===== config.mk =====
export PLATFORM = sky130hd
export DESIGN_NAME = plsc_div
export DESIGN_NICKNAME = d
export VERILOG_FILES = /design/src/hdl/plsc_pkg.sv /design/src/hdl/plsc_div.sv
export SDC_FILE = /design/constraint.sdc
export NUM_CORES = 1
export LEC_CHECK = 0
export CORE_MARGIN = 8
export CORE_UTILIZATION = 30
export CTS_BUF_LIST = sky130_fd_sc_hd__clkbuf_16
export CTS_CLUSTER_SIZE = 20
export DETAILED_ROUTE_END_ITERATION = 8
export DONT_BUFFER_PORTS = 1
export GPL_ROUTABILITY_DRIVEN = 0
export HOLD_SLACK_MARGIN = 0.12
export PLACE_DENSITY_LB_ADDON = 0.2
export SLEW_MARGIN = 30
export SYNTH_ARGS = -nofsm -noshare
export SYNTH_HDL_FRONTEND = slang
export SYNTH_SLANG_ARGS = --single-unit

===== constraint.sdc =====
create_clock -name clk -period 16 [get_ports clk]
set_clock_uncertainty 0.15 [all_clocks]
set_input_delay 2.4 -clock clk [delete_from_list [all_inputs] [get_ports clk]]
set_output_delay 2.4 -clock clk [all_outputs]
set_load 0.03 [all_outputs]

===== src/hdl/plsc_pkg.sv =====
`timescale 1ns / 1ps
`default_nettype none
// ----------------------------------------------------------------------------
// plsc_pkg: shared constants and unit interface types
// Sizes of the sample store, fixed-point format and the request/response
// structs of the shared multiplier and divider.
// ----------------------------------------------------------------------------
package plsc_pkg;

	localparam int MAX_SAMPLES = 1024;
	localparam int FRAC_BITS   = 16;
	localparam int CNT_W       = $clog2(MAX_SAMPLES + 1);
	localparam int ADDR_W      = $clog2(MAX_SAMPLES);
	localparam int DATA_W      = 64;
	localparam int HALF_W      = DATA_W / 2;
	localparam int SAMPLE_W    = 16;
	localparam int DIFF_W      = SAMPLE_W + 1;
	localparam int PEN_W       = 47;
	localparam int COST_W      = DATA_W - 1;
	localparam int CFG_IDX_W   = 1;

	localparam logic signed [DATA_W-1:0] SAT_MAX = {1'b0, {(DATA_W-1){1'b1}}};
	localparam logic signed [DATA_W-1:0] SAT_MIN = {1'b1, {(DATA_W-1){1'b0}}};

	localparam logic [CFG_IDX_W-1:0] REG_PENALTY = 1'b0;
	localparam logic [CFG_IDX_W-1:0] REG_MIN_SEG = 1'b1;

	typedef struct packed {
		logic                     start;
		logic signed [DATA_W-1:0] a;
		logic signed [DATA_W-1:0] b;
	} mul_req_t;

	typedef struct packed {
		logic                     done;
		logic signed [DATA_W-1:0] p;
	} mul_rsp_t;

	typedef struct packed {
		logic                     start;
		logic signed [DATA_W-1:0] num;
		logic [CNT_W-1:0]         den;
	} div_req_t;

	typedef struct packed {
		logic                     done;
		logic signed [DATA_W-1:0] quo;
	} div_rsp_t;

endpackage

`default_nettype wire


===== src/hdl/plsc_div.sv =====
`timescale 1ns / 1ps
`default_nettype none
// ----------------------------------------------------------------------------
// plsc_div: shared rounding divider
// Signed 64-bit numerator over a small positive divisor, one quotient bit
// per cycle, then rounding to nearest with ties away from zero.
// ----------------------------------------------------------------------------
module plsc_div import plsc_pkg::*; (
	input  logic     clk,
	input  logic     arst_n,
	input  div_req_t req,
	output div_rsp_t rsp
);

	localparam int STEP_W = $clog2(DATA_W + 2);
	localparam logic [STEP_W-1:0] DV_IDLE  = STEP_W'(0);
	localparam logic [STEP_W-1:0] DV_ROUND = STEP_W'(DATA_W + 1);

	logic [STEP_W-1:0] cnt_q;
	logic              done_q;
	logic              neg_q;
	logic [DATA_W-1:0] quo_q;
	logic [CNT_W-1:0]  rem_q;
	logic [CNT_W-1:0]  den_q;
	logic [CNT_W:0]    rem_sh;
	logic              ge;
	logic [CNT_W:0]    rem_dbl;

	assign rem_sh  = {rem_q, quo_q[DATA_W-1]};
	assign ge      = rem_sh >= {1'b0, den_q};
	assign rem_dbl = {rem_q, 1'b0};

	always_ff @(posedge clk or negedge arst_n) begin
		if (!arst_n) begin
			cnt_q  <= DV_IDLE;
			done_q <= 1'b0;
		end else begin
			done_q <= 1'b0;
			if (cnt_q == DV_IDLE) begin
				if (req.start) begin
					cnt_q <= STEP_W'(1);
				end
			end else if (cnt_q == DV_ROUND) begin
				cnt_q  <= DV_IDLE;
				done_q <= 1'b1;
			end else begin
				cnt_q <= cnt_q + STEP_W'(1);
			end
		end
	end

	always_ff @(posedge clk) begin
		if (cnt_q == DV_IDLE) begin
			if (req.start) begin
				quo_q <= req.num[DATA_W-1] ? (DATA_W'(0) - DATA_W'(req.num)) : DATA_W'(req.num);
				neg_q <= req.num[DATA_W-1];
				den_q <= req.den;
				rem_q <= '0;
			end
		end else if (cnt_q == DV_ROUND) begin
			if (rem_dbl >= {1'b0, den_q}) begin
				quo_q <= quo_q + DATA_W'(1);
			end
		end else begin
			rem_q <= ge ? CNT_W'(rem_sh - {1'b0, den_q}) : CNT_W'(rem_sh);
			quo_q <= {quo_q[DATA_W-2:0], ge};
		end
	end

	always_comb begin
		rsp.done = done_q;
		rsp.quo  = neg_q ? (DATA_W'(0) - quo_q) : quo_q;
	end

	assert property (@(posedge clk) disable iff (!arst_n) req.start |-> cnt_q == DV_IDLE)
		else $error("divider started while busy");
	assert property (@(posedge clk) disable iff (!arst_n)
		(cnt_q != DV_IDLE && cnt_q != STEP_W'(1)) |-> rem_q < den_q)
		else $error("divider remainder out of range");

endmodule

`default_nettype wire


Yosys cells after proc, flatten, opt, wreduce, memory -nomap -nowiden --
Cells that the tools add are included.
Storage, ports and cells: flip-flop bits (word level) 95, output and inout bits 65
Operators by class: add/subtract/negate cells 5, order comparisons 2, equality and inequality tests 4, multiplexer cells 15, reduce and logical (&&, ||, !) cells 4
Operators by type and width (number):
- 64-bit two-way mux | 6
- 1-bit by 64-bit subtractor with 64-bit output (first input constant) | 2
- 64-bit by 1-bit adder with 64-bit output (second input constant) | 1
- 11-bit two-way mux | 4
- 12-bit by 11-bit greater-or-equal comparator with 1-bit output | 2
- 7-bit two-way mux | 3
- 11-bit subtractor | 1
- 7-bit by 1-bit adder with 7-bit output (second input constant) | 1
- 7-bit == test (second input constant) | 1
- 7-bit zero test | 1
- 2-bit AND reduction | 3
- 2-bit != test (second input constant) | 2
- 3-bit by 2-bit != test with 1-bit output (second input constant) | 1
- 1-bit two-way mux | 2

Depth between registers and ports, before layout --
depth after elaboration 4, mapped depth 11, depth with buffers taken out 10

Worst setup path before layout --
Ideal clock, no wire load.
path type input to register, start input req[75] in the netlist's numbering, end register quo_q[0] (enable), arrival 5.708 ns, required time 15.326 ns, slack 9.617 ns, cell stages on the path 2, path through nor2_1 -> a31oi_1
On the way: longest elaborated chain between the ends 2
RTL lines:
- start: declaration | line plsc_div.sv:11 | input div_req_t req,
- 2-bit != test (no source line)
- 2-bit AND reduction (no source line)
- end signal: assignment | line plsc_div.sv:55 | quo_q <= req.num[DATA_W-1] ? (DATA_W'(0) - DATA_W'(req.num)) : DATA_W'(req.num);
- end signal: assignment | line plsc_div.sv:62 | quo_q <= quo_q + DATA_W'(1);
- end signal: assignment | line plsc_div.sv:66 | quo_q <= {quo_q[DATA_W-2:0], ge};
- end: declaration | line plsc_div.sv:22 | logic [DATA_W-1:0] quo_q;
No other way between the ends. A chain may end at the register's enable or synchronous reset.

==> run_results.csv <==
group,metric,value,unit
finish,layout-area-overhead-vs-synth,5.72,%
placement,io_buffer_count,0,
logic_synthesis,syn_area,9510,µm²
logic_synthesis,post-synth-top-area-fraction,27.5,%
clock_network,cts_sinks,95,
clock_network,clk_path_buf_depth,2,
clock_network,postCtsSetupRepairBufs,0,
route,drt_drc_violations_left,0,
run,timing.max_cap.violations,0,
pwr,combinationalPowerShare,41.2,%
logic_synthesis,synth-compound-area-share,19.9,%
pwr,power.static_leakage,3.28,nW
route,totalWireLength,35.5,mm
clock_network,cts_tree,"done",
grt,number_of_antenna_violations_at_the_first_check_in_global_routing,1,
worst_setup_path,cp_max_fo,8,
pwr,intPower,741,µW
pwr,power_switching_share,46.7,%
route,routed_via_density,5.97,
logic_synthesis,synth_top_area_cell,"edfxtp_1",
floorplanning,die_span_in_y,194,µm
finish,diodes,0,
logic_synthesis,postSynthAreaPerCell,8.31,µm²
logic_synthesis,synthArstFlopShare,8.42,%
grt,grt_first_pass_wirelength,54.4,mm
finish,ff_latch_area,2810,µm²
clock_network,root_buffer,"clkbuf_16",
sta,worst_pin_slew,1030,ps
grt,grt_pass1_vias,8405,
pwr,clkPwrFrac,19.1,%
route,drt_iter0_drc,715,
logic_synthesis,synth-main-ff-cell,"edfxtp_1",
logic_synthesis,mapped_nets,1240,
finish,multiInputGateArea,6190,µm²
finish,finalCoreUtilization,32.0,%
grt,grt_start_max_net_pins,65,
route,ant_nets,0,
logic_synthesis,synth-warning-count,0,
logic_synthesis,synth_edf_count,87,
logic_synthesis,post_synth_inst_count,1144,
worst_setup_path,critical_path.startpoint_type,"register",
worst_setup_path,worstSetupPathType,"reg -> out",
worst_setup_path,end_kind,"primary output",
sta,layout_worst_path_cycle_share,38.7,%
hold_path,timing.hold.worst.class,"reg -> reg",
worst_setup_path,max_stage_delay,600,ps
pwr,switching_power,650,µW
clock_network,path_clk_slew,90,ps
floorplanning,die_x,194,µm
finish,filler_cell_count,3326,
worst_setup_path,worst_ep_arrival_time,3640,ps
worst_setup_path,crit_path_cell_trace,"or4_4, or3_1, nor3_2, nand2_1, o31ai_1, xnor2_1",
logic_synthesis,muxShareOfSynthArea,1.38,%
finish,finalNonFillerCells,1460,
grt,globalRouteOverflowTotal,0,
clock_network,ctsHtreeMaxLevel,3,
route,detailed_route_via_count,8718,
placement,placed_cell_count,1444,
worst_setup_path,worst-endpoint-required,13450,ps
sta,slew_viol_final,0,
sta,grt_setup_unrepaired,"no",
finish,drive_above_1_share,6.43,%
route,routedWlPerCell,24.3,µm
grt,all_layer_gr_usage,18.4,%
pwr,power.density,138,nW/µm²
logic_synthesis,yosysUniqueCellTypes,77,
sta,finalCriticalPeriod,6190,ps
logic_synthesis,synth-xor-area-share,14.9,%
floorplanning,starting_density_of_the_core,30.3,%
clock_network,numCtsBuffers,9,
route,drt_pass1_iterations,5,
sta,setup_tns,0,ps
status,run_status,"complete, no violations",
sta,hold-worst-slack,342,ps
placement,place.detailed.hpwl,25.8,mm
sta,report.final.hold_viol_count,0,
sta,max_freq,162,MHz
logic_synthesis,synth_seq_area_share,29.6,%
floorplanning,placementRows,65,
clock_network,worst_skew_pair.late_latency,370,ps
clock_network,postcts_resize_cnt,0,
sta,slew_headroom,30.6,%
floorplanning,design.die.area,37600,µm²
logic_synthesis,combinational_family_with_the_most_area_after_synthesis,"simple AND/OR/NAND/NOR gates",
logic_synthesis,synthAdderAreaFrac,2.45,%
floorplanning,design.core.area,31400,µm²
logic_synthesis,postSynthRegisterBits,95,
pwr,worst_ir_drop_vdd,65.5,µV
sta,setup_viol,0,
finish,post_layout_nets,1149,
pwr,sequentialPowerShare,39.6,%
logic_synthesis,synth_simple_gate_area_share,25.8,%
logic_synthesis,synth.top_cells.by_area,"edfxtp_1 (27%), xnor2_1 (9.2%), xor2_1 (5.7%), nand2_1 (4.3%), clkbuf_1 (3.6%)",
pwr,report.power.total,1.39,mW
clock_network,ctsHoldBuffers,0,
floorplanning,pin_count,143,
worst_setup_path,crit_path_top_delay_cell,"or4_4",
power groups by stage:
| stage | sequential [mW] | combinational (mW) | clock, mW |
|---|---|---|---|
| after floorplan | 0.402 | 0.597 | 0 |
| after global placement | 0.552 | 0.574 | 0 |
| after detailed placement | 0.553 | 0.574 | 0 |
| after CTS | 0.547 | 0.579 | 0.273 |
| after global routing | 0.571 | 0.635 | 0.281 |
| final | 0.551 | 0.574 | 0.266 |
path summary, 6_finish.rpt:
check                                      from              endpoint  slack [ps]  cells after the start
max                         quo_q[12]$_DFFE_PP_               rsp[56]        9810                      6
min                        cnt_q[5]$_DFFE_PN0P_  cnt_q[5]$_DFFE_PN0P_         340                      1
max reg2reg                cnt_q[4]$_DFFE_PN0P_   quo_q[23]$_DFFE_PP_       12480                      9
min reg2reg                cnt_q[5]$_DFFE_PN0P_  cnt_q[5]$_DFFE_PN0P_         340                      1
max in group asynchronous                arst_n  cnt_q[1]$_DFFE_PN0P_       14050                      0
min in group asynchronous                arst_n  cnt_q[2]$_DFFE_PN0P_        1570                      0
cell type report:
| class | count | area share, % |
|---|---|---|
| Clock inverter | 7 | 1.19 |
| Sequential cell | 95 | 28.0 |
| Inverter | 33 | 1.23 |
| Multi-Input combinational cell | 904 | 61.6 |
| Tap cell | 402 | 5.00 |
| Timing Repair Buffer | 10 | 0.784 |
| Clock buffer | 9 | 2.24 |
layer usage:
layer	part of all wire, %	wire length, µm	track usage (%)
met3	8.1	2890	5.22
met2	46	16200	29.1
met4	2.2	786	5.26
met1	44	15600	24.3
met5	0.037	13	0
layout by cell type (no fill, tap or decap), types with 26 or more instances in the layout:
| cell type | n |
|---|---|
| nand2_1 | 110 |
| xnor2_1 | 100 |
| edfxtp_1 | 87 |
| xor2_1 | 62 |
| o21ai_0 | 61 |
| nor2_1 | 59 |
| nand3_1 | 56 |
| nor3_1 | 47 |
| o31ai_1 | 35 |
| inv_1 | 34 |
| nand4_1 | 28 |
| o221ai_1 | 26 |
stage by stage:
stage,cell area (µm²),worst slack [ps]
finish,10100,9810
global route,10100,9620
CTS,10000,9730
floorplan,9510,9620
global placement,9700,10200
detailed placement,9700,10150
sequential cells by signal, indices dropped and copies added, names as in the netlist:
register and cells:
quo_q 64, den_q 11, rem_q 11, cnt_q 7, done_q 1, neg_q 1
synthesized netlist by cell type (26+ instances only):
library cell and n:
clkbuf_1 92, edfxtp_1 87, inv_1 33, nand2_1 110, nand3_1 57, nand4_1 28, nor2_1 61, nor3_1 47
nor4_1 27, o21ai_0 62, o221ai_1 26, o31ai_1 35, xnor2_1 100, xor2_1 62
cells by family after synthesis:
group,after synthesis
AOI/OAI and AO/OA,254
xor gates and xnor gates,162
adders and majority gates,18
buffers and inverters,145
DFF,95
muxes,13
and+or+nand+nor,457
worst max-delay path: cells and delay by family, from the launching register on:
family	cells	cell delay (ps)
and+or+nand+nor	4	1980
AOI/OAI and AO/OA	1	390
DFF	1	520
xor gates and xnor gates	1	380
No activity file was read; power rests on OpenSTA's default activity.
