==> src/hdl/plsc_pkg.sv <==
`timescale 1ns / 1ps
`default_nettype none
// ----------------------------------------------------------------------------
// plsc_pkg: shared constants and unit interface types
// Sizes of the sample store, fixed-point format and the request/response
// structs of the shared multiplier and divider.
// ----------------------------------------------------------------------------
package plsc_pkg;

	localparam int MAX_SAMPLES = 1024;
	localparam int FRAC_BITS   = 16;
	localparam int CNT_W       = $clog2(MAX_SAMPLES + 1);
	localparam int ADDR_W      = $clog2(MAX_SAMPLES);
	localparam int DATA_W      = 64;
	localparam int HALF_W      = DATA_W / 2;
	localparam int SAMPLE_W    = 16;
	localparam int DIFF_W      = SAMPLE_W + 1;
	localparam int PEN_W       = 47;
	localparam int COST_W      = DATA_W - 1;
	localparam int CFG_IDX_W   = 1;

	localparam logic signed [DATA_W-1:0] SAT_MAX = {1'b0, {(DATA_W-1){1'b1}}};
	localparam logic signed [DATA_W-1:0] SAT_MIN = {1'b1, {(DATA_W-1){1'b0}}};

	localparam logic [CFG_IDX_W-1:0] REG_PENALTY = 1'b0;
	localparam logic [CFG_IDX_W-1:0] REG_MIN_SEG = 1'b1;

	typedef struct packed {
		logic                     start;
		logic signed [DATA_W-1:0] a;
		logic signed [DATA_W-1:0] b;
	} mul_req_t;

	typedef struct packed {
		logic                     done;
		logic signed [DATA_W-1:0] p;
	} mul_rsp_t;

	typedef struct packed {
		logic                     start;
		logic signed [DATA_W-1:0] num;
		logic [CNT_W-1:0]         den;
	} div_req_t;

	typedef struct packed {
		logic                     done;
		logic signed [DATA_W-1:0] quo;
	} div_rsp_t;

endpackage

`default_nettype wire

==> src/hdl/plsc_mul.sv <==
`timescale 1ns / 1ps
`default_nettype none
// ----------------------------------------------------------------------------
// plsc_mul: shared saturating multiplier
// Signed 64 x 64 product clamped to the signed 64-bit range, built from
// 32 x 32 partial products taken one at a time.
// ----------------------------------------------------------------------------
module plsc_mul import plsc_pkg::*; (
	input  logic     clk,
	input  logic     arst_n,
	input  mul_req_t req,
	output mul_rsp_t rsp
);

	localparam int ACC_W = DATA_W + HALF_W + 1;

	localparam logic [2:0] MC_IDLE = 3'd0;
	localparam logic [2:0] MC_LL   = 3'd1;
	localparam logic [2:0] MC_HL   = 3'd2;
	localparam logic [2:0] MC_LH   = 3'd3;
	localparam logic [2:0] MC_LAST = 3'd4;

	logic [2:0]        cnt_q;
	logic              done_q;
	logic              neg_q;
	logic [DATA_W-1:0] ua_q;
	logic [DATA_W-1:0] ub_q;
	logic [DATA_W-1:0] pp_q;
	logic [ACC_W-1:0]  acc_q;
	logic [HALF_W-1:0] ma;
	logic [HALF_W-1:0] mb;
	logic [DATA_W-1:0] pp;
	logic [DATA_W-1:0] a_mag;
	logic [DATA_W-1:0] b_mag;
	logic              ovf;
	logic [ACC_W-1:0]  pp_hi;

	assign a_mag = req.a[DATA_W-1] ? (DATA_W'(0) - DATA_W'(req.a)) : DATA_W'(req.a);
	assign b_mag = req.b[DATA_W-1] ? (DATA_W'(0) - DATA_W'(req.b)) : DATA_W'(req.b);

	always_comb begin
		case (cnt_q)
			MC_LL: begin
				ma = ua_q[HALF_W-1:0];
				mb = ub_q[HALF_W-1:0];
			end
			MC_HL: begin
				ma = ua_q[DATA_W-1:HALF_W];
				mb = ub_q[HALF_W-1:0];
			end
			default: begin
				ma = ua_q[HALF_W-1:0];
				mb = ub_q[DATA_W-1:HALF_W];
			end
		endcase
	end

	assign pp    = DATA_W'(ma) * DATA_W'(mb);
	assign pp_hi = {{(ACC_W-DATA_W-HALF_W){1'b0}}, pp_q, {HALF_W{1'b0}}};

	always_ff @(posedge clk or negedge arst_n) begin
		if (!arst_n) begin
			cnt_q  <= MC_IDLE;
			done_q <= 1'b0;
		end else begin
			done_q <= 1'b0;
			case (cnt_q)
				MC_IDLE: begin
					if (req.start) begin
						cnt_q <= MC_LL;
					end
				end
				MC_LL:   cnt_q <= MC_HL;
				MC_HL:   cnt_q <= MC_LH;
				MC_LH:   cnt_q <= MC_LAST;
				MC_LAST: begin
					cnt_q  <= MC_IDLE;
					done_q <= 1'b1;
				end
				default: cnt_q <= MC_IDLE;
			endcase
		end
	end

	always_ff @(posedge clk) begin
		case (cnt_q)
			MC_IDLE: begin
				if (req.start) begin
					ua_q  <= a_mag;
					ub_q  <= b_mag;
					neg_q <= req.a[DATA_W-1] ^ req.b[DATA_W-1];
				end
			end
			MC_LL: pp_q <= pp;
			MC_HL: begin
				acc_q <= ACC_W'(pp_q);
				pp_q  <= pp;
			end
			MC_LH: begin
				acc_q <= acc_q + pp_hi;
				pp_q  <= pp;
			end
			MC_LAST: acc_q <= acc_q + pp_hi;
			default: ;
		endcase
	end

	// both high halves set means the product is at least 2^64
	assign ovf = ((|ua_q[DATA_W-1:HALF_W]) && (|ub_q[DATA_W-1:HALF_W]))
		|| (|acc_q[ACC_W-1:DATA_W-1]);

	always_comb begin
		rsp.done = done_q;
		if (ovf) begin
			rsp.p = neg_q ? SAT_MIN : SAT_MAX;
		end else if (neg_q) begin
			rsp.p = DATA_W'(0) - acc_q[DATA_W-1:0];
		end else begin
			rsp.p = acc_q[DATA_W-1:0];
		end
	end

	assert property (@(posedge clk) disable iff (!arst_n) req.start |-> cnt_q == MC_IDLE)
		else $error("multiplier started while busy");
	assert property (@(posedge clk) disable iff (!arst_n) done_q |-> $past(cnt_q == MC_LAST))
		else $error("multiplier done out of sequence");

endmodule

`default_nettype wire

==> config.mk <==
export PLATFORM = sky130hd
export DESIGN_NAME = plsc_mul
export DESIGN_NICKNAME = d
export VERILOG_FILES = /design/src/hdl/plsc_pkg.sv /design/src/hdl/plsc_mul.sv
export SDC_FILE = /design/constraint.sdc
export NUM_CORES = 2
export LEC_CHECK = 0
export ABC_CLOCK_PERIOD_IN_PS = 19490
export BUFFER_PORTS_ARGS = -buffer_cell sky130_fd_sc_hd__buf_4
export CORE_MARGIN = 1.5
export CORE_UTILIZATION = 29
export CTS_CLUSTER_SIZE = 25
export DETAILED_ROUTE_END_ITERATION = 8
export GPL_TIMING_DRIVEN = 0
export RECOVER_POWER = 25
export SYNTH_ARGS = -nofsm -noshare
export SYNTH_HDL_FRONTEND = slang
export SYNTH_SLANG_ARGS = --single-unit
==> constraint.sdc <==
create_clock -name clk -period 19.49 [get_ports clk]
set_input_delay 1.949 -clock clk [delete_from_list [all_inputs] [get_ports clk]]
set_output_delay 1.949 -clock clk [all_outputs]
set_load 0.02 [all_outputs]
After elaboration in Yosys (flattened, before gate mapping)
Cells that the tools add are included.
Word-level totals
  bits in writable memories: 0
  register bits: 294
  memories kept: 0
  bits in latches: 0
  memory bits (read-only): 0
  word-level logic and storage cells: 42
Operators by class
  equal/unequal tests: 5
  muxes and demuxes: 11
  magnitude comparators: 0
  multiply operators: 1
  div/mod/pow operators: 0
  add/sub/neg operators: 4
  shift-type cells: 0
  reduce and logical (&&, ||, !) cells: 11
  bitwise gates (word level): 1
Operators with widths (count)
  97-bit one-hot mux with 2 select lines: 1
  64-bit two-way mux: 3
  1-bit by 64-bit subtractor with 64-bit output (first input constant): 3
  63-bit two-way mux: 2
  97-bit by 96-bit adder with 97-bit output: 1
  32-bit by 32-bit multiplier with 64-bit output: 1
  32-bit two-way mux: 2
  32-bit OR reduction: 2
  34-bit OR reduction: 1
  3-bit one-hot mux with 4 select lines: 1
  3-bit by 2-bit == test with 1-bit output (second input constant): 2
  2-bit OR reduction: 2
  3-bit by 1-bit == test with 1-bit output (second input constant): 1
  3-bit == test (second input constant): 1
  3-bit zero test: 1
  3-bit two-way mux: 1
  3-bit OR reduction: 1
  2-bit inequality test (second input constant): 1
  2-bit AND reduction: 1
  2-bit nonzero test: 1
  1-bit logical AND: 1
  1-bit logical OR: 1
  1-bit two-way mux: 1
  1-bit bitwise XOR: 1

Logic depth before layout (Yosys ltp)
  word-level depth: 4
  mapped depth: 33
  gate-level depth less buffers: 30

Worst setup path after synthesis
No wires, ideal clock.
  path type: input port to flip-flop
  start point: input req[128] in the netlist's numbering
  end point: register cnt_q[0]
  path buffers: 0
  data arrival time: 16.090 ns
  stages on the path: 2
  setup slack: 3.251 ns
  cell sequence: nor4b_1 > or2_2
Between the ends
  cells in the longest elaborated chain, start to end: 1
Ends and longest elaborated chain
  from (decl): RTL line plsc_mul.sv:11  | input mul_req_t req,
  2-bit inequality test (no source line)
  to (signal assigned): RTL line plsc_mul.sv:63  | cnt_q <= MC_IDLE;
  to (signal assigned): RTL line plsc_mul.sv:70  | cnt_q <= MC_LL;
  to (signal assigned): RTL line plsc_mul.sv:73  | MC_LL: cnt_q <= MC_HL;
  to (decl): RTL line plsc_mul.sv:23  | logic [2:0] cnt_q;
No other way between the ends.
A chain may end at the register's enable or synchronous reset.

Worst setup path after layout
  start point: register cnt_q[2]
  end point: register pp_q[48], data pin
Between the ends
  cells in the longest elaborated chain, start to end: 4
Ends and longest elaborated chain
  3-bit by 2-bit == test with 1-bit output or 3-bit by 1-bit == test with 1-bit output (tied branches): RTL line plsc_mul.sv:42  | case (cnt_q)
  2-bit OR reduction (no source line)
  32-bit two-way mux: RTL line plsc_mul.sv:42
  32-bit by 32-bit multiplier with 64-bit output *: RTL line plsc_mul.sv:58  | assign pp = DATA_W'(ma) * DATA_W'(mb);
  net pp[48]: RTL line plsc_mul.sv:32  | logic [DATA_W-1:0] pp;
  to (signal assigned): RTL line plsc_mul.sv:94  | MC_LL: pp_q <= pp;
  to (signal assigned): RTL line plsc_mul.sv:97  | pp_q <= pp;
  to (signal assigned): RTL line plsc_mul.sv:101  | pp_q <= pp;
  to (decl): RTL line plsc_mul.sv:28  | logic [DATA_W-1:0] pp_q;
Mark *: on every way through the listed nets, which the timed path passes. The rest lies on a longest branch.

==> results_dict.tcl <==
set metrics [dict create \
    placed_area_um2 56400 \
    yosys.cell_types.count 82 \
    synth_nets 6958 \
    regToRegSetupSlack_ns 6.18 \
    ys_seq_elements 294 \
    critPathMostFrequentCell "fa_1" \
    yosys_warnings 0 \
    avgRoutedWirePerCell_um 26.5 \
    post_cts_buffers 0 \
    ctsResizeCount 0 \
    grt_max_degree 53 \
    path_clk_slew_ns 0.06 \
    cp-startpoint "cnt_q[2]$_DFFE_PN0P_" \
    routed-via-count 43000 \
    gp_congestion 1.04 \
    async_reset_ff_share_pct 1.36 \
    outcome "complete, but fails checks" \
    endpoint_kind "flop" \
    layout_commonest_cell "inv_1" \
    syn_to_final_growth_pct 12.0 \
    whs_ns 0.595 \
    worstPathArrival_ns 13.60 \
    drv_cap 9 \
    violations "capacitance limit, slew limit" \
    io_buffers 193 \
    grt_antenna_before_repair 6 \
    r2r_cells 28 \
    yosysTopAreaCellShare_pct 35.0 \
    skew_ns 0.0592 \
    final_cell_mix "927 x inv_1, 897 x fa_1, 744 x nor2_1" \
    start_util_pct 29.2 \
    cts.sinks 294 \
    slew_viol_final 132 \
    yosysSeqAreaShare_pct 17.2 \
    drc 0 \
    yosys.area.top_type "fa_1" \
    drt_wl_total_um 218000 \
    rsz0062_at_grt "no" \
    max_slew_margin_pct -63.9 \
    gr-usage-all-layers_pct 23.9 \
    fin_util_pct 32.7 \
    grt_overflow 0 \
    cts_hold_buffers 0 \
    ios 196 \
    cp-start-kind "flop" \
    cp_slowest_cell "clkbuf_1" \
    fp.coreArea_um2 176000 \
    reg2reg_to "pp_q[48]$_DFFE_PP_" \
    grt_pass1_vias 43700 \
    dieArea_um2 179000 \
    syn-cell-area_um2 51300 \
    cp_num_cells 28 \
    worst_pin_slew_ns 2.45 \
    drive_gt1_share_pct 7.15 \
    via_per_inst 5.21 \
    crit_family "adder cells" \
    fmax_mhz 75.1 \
    row_count 154 \
    cts_tree "done" \
    synth_cells 5600 \
    clkLatencyLatePin_ns 0.60 \
    design_area_um2 57500 \
    synth-main-ff-cell "edfxtp_1" \
    h-tree-depth 2 \
    avgSynthCellArea_um2 9.16 \
    required_ns 19.79 \
    grt_pass1_wl_um 310000 \
    drt_iter0_drc 4406 \
    worstSetupPathType "flop to flop" \
    hold_viol_final 0 \
    min_period_over_period_pct 68.3 \
    cts_root_buf "clkbuf_16" \
    setup_viol 0 \
    setup_tns_ns 0 \
    die_h_um 424 \
    cts-buffers-inserted 34 \
    r2r-start "cnt_q[2]$_DFFE_PN0P_" \
    critPathMaxStageDelay_ns 1.18 \
    num-nets-final 7234 \
    synth_edf_count 290 \
    hold_path_depth 2 \
    dr.pass1.iters 8 \
    cts_buffer_depth 3 \
    cp_num_buf_inv 7 \
    die_w_um 424 \
    ant_nets 0 \
    synth_area_leaders "fa_1 35%, edfxtp_1 17%, ha_1 8.0%, inv_1 6.8%, nor2_1 5.4%" \
    hpwl_um 180000 \
    worstPathMaxFanout 10 \
    hp-class "flop to flop" \
    cp-endpoint "pp_q[48]$_DFFE_PP_" \
    period_minus_slack_ns 13.31 \
]
## synthesized netlist by cell type, types with 5 or more instances
master / number
nand2b_1: 18
o21ai_0: 134
or3_1: 41
o211ai_1: 12
o22ai_1: 22
inv_1: 927
nor3b_1: 6
a21o_1: 92
nand3_1: 39
clkbuf_1: 248
a221oi_1: 5
nor4b_1: 5
o31ai_1: 44
xnor2_1: 197
a21boi_0: 7
ha_1: 330
and2_1: 48
xor2_1: 55
and4_1: 5
a21oi_1: 223
mux2_2: 64
or2_2: 17
o21a_1: 14
nor3_1: 57
or4_4: 6
nor2b_1: 10
edfxtp_1: 290
or4_1: 24
buf_1: 12
nand2_1: 643
a31oi_1: 22
o41ai_1: 21
nand4_1: 43
fa_1: 897
o21bai_1: 22
o22a_1: 8
and3_1: 19
mux2i_1: 74
nor4_1: 46
o31a_1: 5
a211oi_1: 21
nor2_1: 744
a311oi_1: 12
## stage by stage
step / setup WS (ns) / instances
2_1_floorplan: 3.25 / 5600
3_3_place_gp: -3.35 / 8133
3_5_place_dp: 6.58 / 8178
4_1_cts: 6.53 / 8238
5_1_grt: 5.96 / 8240
6_report: 6.18 / 8243
## registers in the layout, indices dropped and copies added (netlist names)
name	cells
ub_q	64
cnt_q	3
neg_q	1
done_q	1
ua_q	64
pp_q	64
acc_q	97
## kinds of logic after synthesis
logic type | after synthesis | share of synthesized area, %
AO/OA/AOI/OAI | 710 | 8.82
XOR/XNOR | 252 | 4.30
adder cells (fa/ha/maj) | 1227 | 43.0
buffers and inverters | 1189 | 8.71
flip-flops | 294 | 17.2
multiplexers | 138 | 2.85
AND/OR/NAND/NOR | 1790 | 15.1
## worst reg2reg max path: cells and delay by family, from the launching register on
kind | cells | cell delay (ns)
adder cells (fa/ha/maj) | 9 | 4.57
buffers and inverters | 7 | 3.28
AND/OR/NAND/NOR | 5 | 1.94
AO/OA/AOI/OAI | 5 | 1.70
multiplexers | 1 | 1.03
flip-flops | 1 | 0.35
XOR/XNOR | 1 | 0.17
## per-layer routing
layer / vias to the layer above / global-route usage (%) / wire (µm)
li1: 18500 / - / -
met3: 530 / 6.35 / 22400
met1: 21600 / 31.0 / 88400
met4: 2 / 12.6 / 14200
met5: - / 0 / 13
met2: 2347 / 36.5 / 93200
## worst min path at each step
stage | start | end
2_1_floorplan | pp_q[32]$_DFFE_PP_ | acc_q[32]$_DFFE_PP_
3_3_place_gp | pp_q[32]$_DFFE_PP_ | acc_q[32]$_DFFE_PP_
3_5_place_dp | pp_q[32]$_DFFE_PP_ | acc_q[32]$_DFFE_PP_
4_1_cts | pp_q[32]$_DFFE_PP_ | acc_q[32]$_DFFE_PP_
5_1_grt | pp_q[32]$_DFFE_PP_ | acc_q[32]$_DFFE_PP_
6_report | pp_q[32]$_DFFE_PP_ | acc_q[32]$_DFFE_PP_
## area by class of cell
class,count,area [µm²]
Inverter,927,3480
Buffer,262,992
Clock buffer,38,887
Clock inverter,22,224
Multi-Input combinational cell,4117,38200
Timing Repair Buffer,240,1940
Fill cell,18400,118000
Antenna cell,3,7.51
Tap cell,2340,2930
Sequential cell,294,8810
Power is left out: the tool's default activity adds up to more than one toggle a clock period on the data nets, which glitch-free logic cannot reach.
